==> src/rtl/mwa_pkg.sv <==
// ----------------------------------------------------------------------------
// mwa_pkg: shared types and constants
// Widths for the max-weight assignment solver.
// ----------------------------------------------------------------------------
package mwa_pkg;
   localparam int WeightWidth = 16;
   localparam int LabelWidth  = 24;
   localparam int SizeWidth   = 5;

   typedef logic signed [WeightWidth-1:0] weight_type;
   typedef logic signed [LabelWidth-1:0]  label_type;
endpackage

==> src/rtl/mwa_wmem.sv <==
// ----------------------------------------------------------------------------
// mwa_wmem: weight store
// Synchronous memory, one write and one registered read per cycle.
// ----------------------------------------------------------------------------
module mwa_wmem #(
   parameter int AW = 8
) (
   input  logic                   clock,
   input  logic                   wr_en,
   input  logic [AW-1:0]          wr_addr,
   input  mwa_pkg::weight_type    wr_data,
   input  logic [AW-1:0]          rd_addr,
   output mwa_pkg::weight_type    rd_data
);
   import mwa_pkg::*;
   weight_type mem [2**AW];
   always_ff @(posedge clock) begin
      if (wr_en) begin
         mem[wr_addr] <= wr_data;
      end
      rd_data <= mem[rd_addr];
   end
endmodule

==> config.mk <==
export PLATFORM = sky130hd
export DESIGN_NAME = mwa_wmem
export DESIGN_NICKNAME = d
export VERILOG_FILES = /design/src/rtl/mwa_pkg.sv /design/src/rtl/mwa_wmem.sv
export SDC_FILE = /design/constraint.sdc
export NUM_CORES = 2
export LEC_CHECK = 0
export ABC_AREA = 1
export BUFFER_PORTS_ARGS = -buffer_cell sky130_fd_sc_hd__buf_2
export CAP_MARGIN = 20
export CORE_UTILIZATION = 55
export DETAILED_ROUTE_END_ITERATION = 7
export HOLD_SLACK_MARGIN = 0.15
export PLACE_DENSITY_LB_ADDON = 0.05
export SETUP_SLACK_MARGIN = 0.3
export SYNTH_ARGS = -nofsm -noshare
export SYNTH_HDL_FRONTEND = slang
export SYNTH_SLANG_ARGS = --single-unit
==> constraint.sdc <==
create_clock -name clock -period 2.6 [get_ports clock]
set_input_delay 0.26 -clock clock [delete_from_list [all_inputs] [get_ports clock]]
set_output_delay 0.26 -clock clock [all_outputs]
set_load 0.01 [all_outputs]
---- After elaboration in Yosys (flattened, before gate mapping) ----
Memory sizes are Yosys's and may differ from the RTL's. A register that Yosys moved wholly into a read port is not among the register bits.
Cells that the tools add are included.
Widths: inputs -> output; s select.
operators by class
  multiplexer cells ....................... 2
operators with widths
  cell    count
  $mux 1  2
word-level totals
  flip-flop bits (word level) ............. 0
  RAM bits ................................ 4096
  output and inout port bits .............. 16
  logic and storage cells ................. 3
  memories kept ........................... 1
memory list
  name  words  bits a word  read ports  clocked after Yosys merged registers in  wr ports  line            source
  mem   256    16           1           1                                        1         mwa_wmem.sv:16  weight_type mem [2**AW];

---- Depth between registers and ports, before layout ----
  depth in word-level cells ............... 2
  depth in mapped cells ................... 15
  gate-level depth less buffers ........... 11

---- Least setup slack after synthesis ----
Ideal clock, no wire load.
  path type ............................... input-to-reg
  start ................................... in wr_en
  end ..................................... mem mem[162][0] in the netlist's numbering, enable pin
  arrival time ............................ 1.712 ns
  path slack .............................. 0.500 ns
  stages on the path ...................... 4
  path buffers ............................ 2
  cell sequence ........................... clkbuf_1 nand3_1 clkbuf_1 nor2_1
between the ends
  longest elaborated chain between the ends .. 2
ends and longest elaborated chain
  item                          line            source
  start: declaration            mwa_wmem.sv:9   input logic wr_en,
  $mux 1                        mwa_wmem.sv:18  if (wr_en) begin
  $mux 1 (not written as such)  mwa_wmem.sv:19  mem[wr_addr] <= wr_data;
  end: declaration              mwa_wmem.sv:16
No other way between the ends.

==> run_results.csv <==
group,metric,value,unit
synthesis,synth_edf_count,4096,
layout,fill_cells,22579,
cts,clkTransAtPathRegs,60,ps
worst_setup_path,crit_arrival,3160,ps
routing,drc_errors,0,
worst_setup_path,crit_slowest_cell,"nand3_1",
synthesis,synthFlopType,"edfxtp_1",
synthesis,yosysMostFrequentCell,"nand2_1",
grt,track_usage,0.335,
routing,vias,112968,
synthesis,synth_xor_area_frac,0,
die,start_util,0.553,
cts,clk_latency,970,ps
cts,cts.sinks,4112,
routing,dr.pass1.iters,6,
grt,grt_pass1_wl,738,mm
layout,syn2layout_area_growth,16.1,%
worst_setup_path,slowest_delay,550,ps
synthesis,synthSimpleGateAreaFrac,0.224,
worst_setup_path,critical_path_class,"reg2reg",
placement,hpwl,321,mm
sta,fmax,433,MHz
sta,finClkSkew,41.6,ps
synthesis,ys_seq_elements,4112,
placement,portBuffers,49,
layout,instances_no_fill,18684,
min_path,holdCritPathClass,"in2reg",
worst_setup_path,required,3450,ps
die,std_cell_rows,201,
synthesis,seq_area_frac_synth,0.744,
placement,place_inst,17878,
routing,routed_via_density,6.05,
worst_setup_path,crit_path_start_kind,"flop",
grt,grt_max_degree,97,
sta,layout_min_cycle_time,2310,ps
routing,drtIter0Drc,15846,
synthesis,synth_top_family_by_area,"simple AND/OR/NAND/NOR gates",
sta,fin_tns_setup,0,ps
pwr,p_leak,68.8,nW
routing,wirelength,511,mm
layout,drive_gt1_frac,0.128,
sta,rsz0062_at_grt,"no",
placement,gp_congestion,0.921,
worst_setup_path,startpoint,"mem[129][9]",
sta,setup_viol,0,
sta,hold_viol_final,0,
worst_setup_path,path_common_cell,"nand3_1",
run,cap_violations,0,
worst_setup_path,crit_path_end_kind,"flop",
cts,post-cts-setup-buffers,0,
cts,clockBufferDepth,4,
grt,gr-total-overflow,0,
sta,worst_slew_pin_slew,1070,ps
cts,cts_tree,"yes",
synthesis,synthMuxAreaShare,0,
die,die_w,551,µm
sta,relSlewSlack,0.289,
synthesis,syn_nets,13651,
synthesis,synthTopCellsByArea,"edfxtp_1, nand3_1, nand2_1",
sta,period_share,0.888,
die,die-area,303000,µm²
worst_setup_path,path_max_fanout,1,
routing,ant_nets,0,
synthesis,synth.avg_cell_area,12.2,µm²
pwr,pwr_density_cell,735,nW/µm²
synthesis,synthAdderAreaFrac,0,
worst_setup_path,timing.rr.start,"mem[129][9]",
sta,slew_violations,0,
pwr,vdd_drop_max,0.000617,V
cts,clock-root-buffer,"clkbuf_16",
worst_setup_path,rr_worst_depth,10,
synthesis,synth-compound-area-share,0,
synthesis,syn_area,166000,µm²
layout,post-route-util,0.642,
die,die_height,551,µm
status,status,"finished clean",
synthesis,synth_cell_types,15,
worst_setup_path,rrSetupSlack,290,ps
layout,layout.nets,14399,
synthesis,yosys.area.top_type_share,0.742,
worst_setup_path,endpoint,"rd_data[9]",
routing,routedWlPerCell,27.3,µm
worst_setup_path,cp_cell_sequence,"nand2_1 > nand3_1 > nand3_1 > nand3_1 > nand3_1 > nand3_1 > nand3_1 > nand2_1 > nand2_1 > nand2_1",
synthesis,synth_common_cells,"nand2_1, edfxtp_1, nand3_1, buf_2, nor2_1",
sta,hold_slack,237,ps
synthesis,syn-instance-count,13617,
synthesis,synth_warnings,0,
synthesis,synth_top_cell_by_area,"edfxtp_1",
die,core-area,300000,µm²
grt,grt_pass1_vias,106078,
grt,antenna_found_initial,29,
cts,cts_buffers,418,
die,io_pins,50,
cts,htreeDepth,5,
worst_setup_path,worstReg2RegEnd,"rd_data[9]",
synthesis,async_flop_share,0,
==> critical path: cells and delay by family, from the launching register on <==
kind	cells	cell delay, ps
AND/OR/NAND/NOR	10	1820
flip-flops	1	360
==> final cells by class <==
type	count	area, µm²	share of cell area
flip-flops and latches	4112	123000	0.641
multi-input cells	8529	37200	0.193
repair buffers	1265	13600	0.0705
diodes	18	45.0	0.000234
clock inverters	225	1840	0.00955
clock buffers	538	11200	0.0582
well taps	3958	4950	0.0257
inverters	39	199	0.00103
==> stage by stage <==
step                      area (µm²)  total power, mW  worst slack [ps]
after floorplan               166000             79.1               500
after global placement        179000             84.4              -557
after detailed placement      179000             84.5              -580
after CTS                     192000              142               317
after global routing          192000              145               301
final                         192000              141               292
==> power by group <==
part,internal (mW),switching [mW],total (mW)
clock,32.9,25.1,57.9
sequential,73.1,0.137,73.2
combinational,3.00,7.16,10.2
==> sequential cells by signal, summed over array words and instances (netlist names) <==
| signal | count |
|---|---|
| rd_data | 16 |
| mem | 4096 |
==> what timing repair did <==
action / 4_1_cts / 5_1_grt
hold buffers: 25 / 0
gates resized for setup: 1 / 3
hold endpoints to repair: 3681 / 0
gates cloned: 0 / 0
endpoints found under the setup margin: 1 / 10
==> layer usage <==
metal  track usage  share of wire  vias up
li1              -              -    50164
met1         0.480           0.40    55887
met2         0.515           0.46     6048
met3        0.0578           0.10      861
met4         0.132          0.043        8
met5             0       0.000082        -
==> worst min-delay path by stage <==
stage          cells past startpoint      endpoint   startpoint  slack, ps
2_1_floorplan                      0     mem[0][0]   wr_data[0]        360
3_3_place_gp                       1  mem[123][12]  wr_data[12]        660
3_5_place_dp                       1  mem[122][15]  wr_data[15]        660
4_1_cts                            8   mem[59][12]   wr_addr[3]        160
5_1_grt                            8   mem[59][12]   wr_addr[3]        240
6_report                           8   mem[59][12]   wr_addr[3]        240
==> kinds of logic (layout without fill, tap and decap cells) <==
family | after synthesis | in the layout
flip-flops | 4112 | 4112
buffers and inverters | 976 | 2067
other | 0 | 18
AND/OR/NAND/NOR | 8529 | 8529
==> cell usage in the layout (no fill, tap or decap) <==
cell type,netlist,routed
clkinv_2,0,82
nand2_2,0,16
nand2_1,4211,4195
buf_2,495,27
clkbuf_1,154,99
dfxtp_2,0,1
edfxtp_1,4096,4096
inv_6,0,10
buf_12,1,314
inv_8,0,2
dlygate4sd3_1,0,25
nand3_1,4035,4033
buf_6,53,1
clkbuf_16,0,425
clkbuf_8,0,14
nor2_2,0,36
inv_16,0,4
diode_2,0,18
clkinvlp_4,0,13
buf_8,1,19
inv_2,2,1
buf_4,163,879
inv_1,35,33
dfxtp_1,16,15
clkinv_8,0,6
nor2_1,283,247
clkinv_1,0,86
clkinv_4,0,1
nand3_2,0,2
bufinv_16,0,26
No activity file was read; power rests on OpenSTA's default activity.
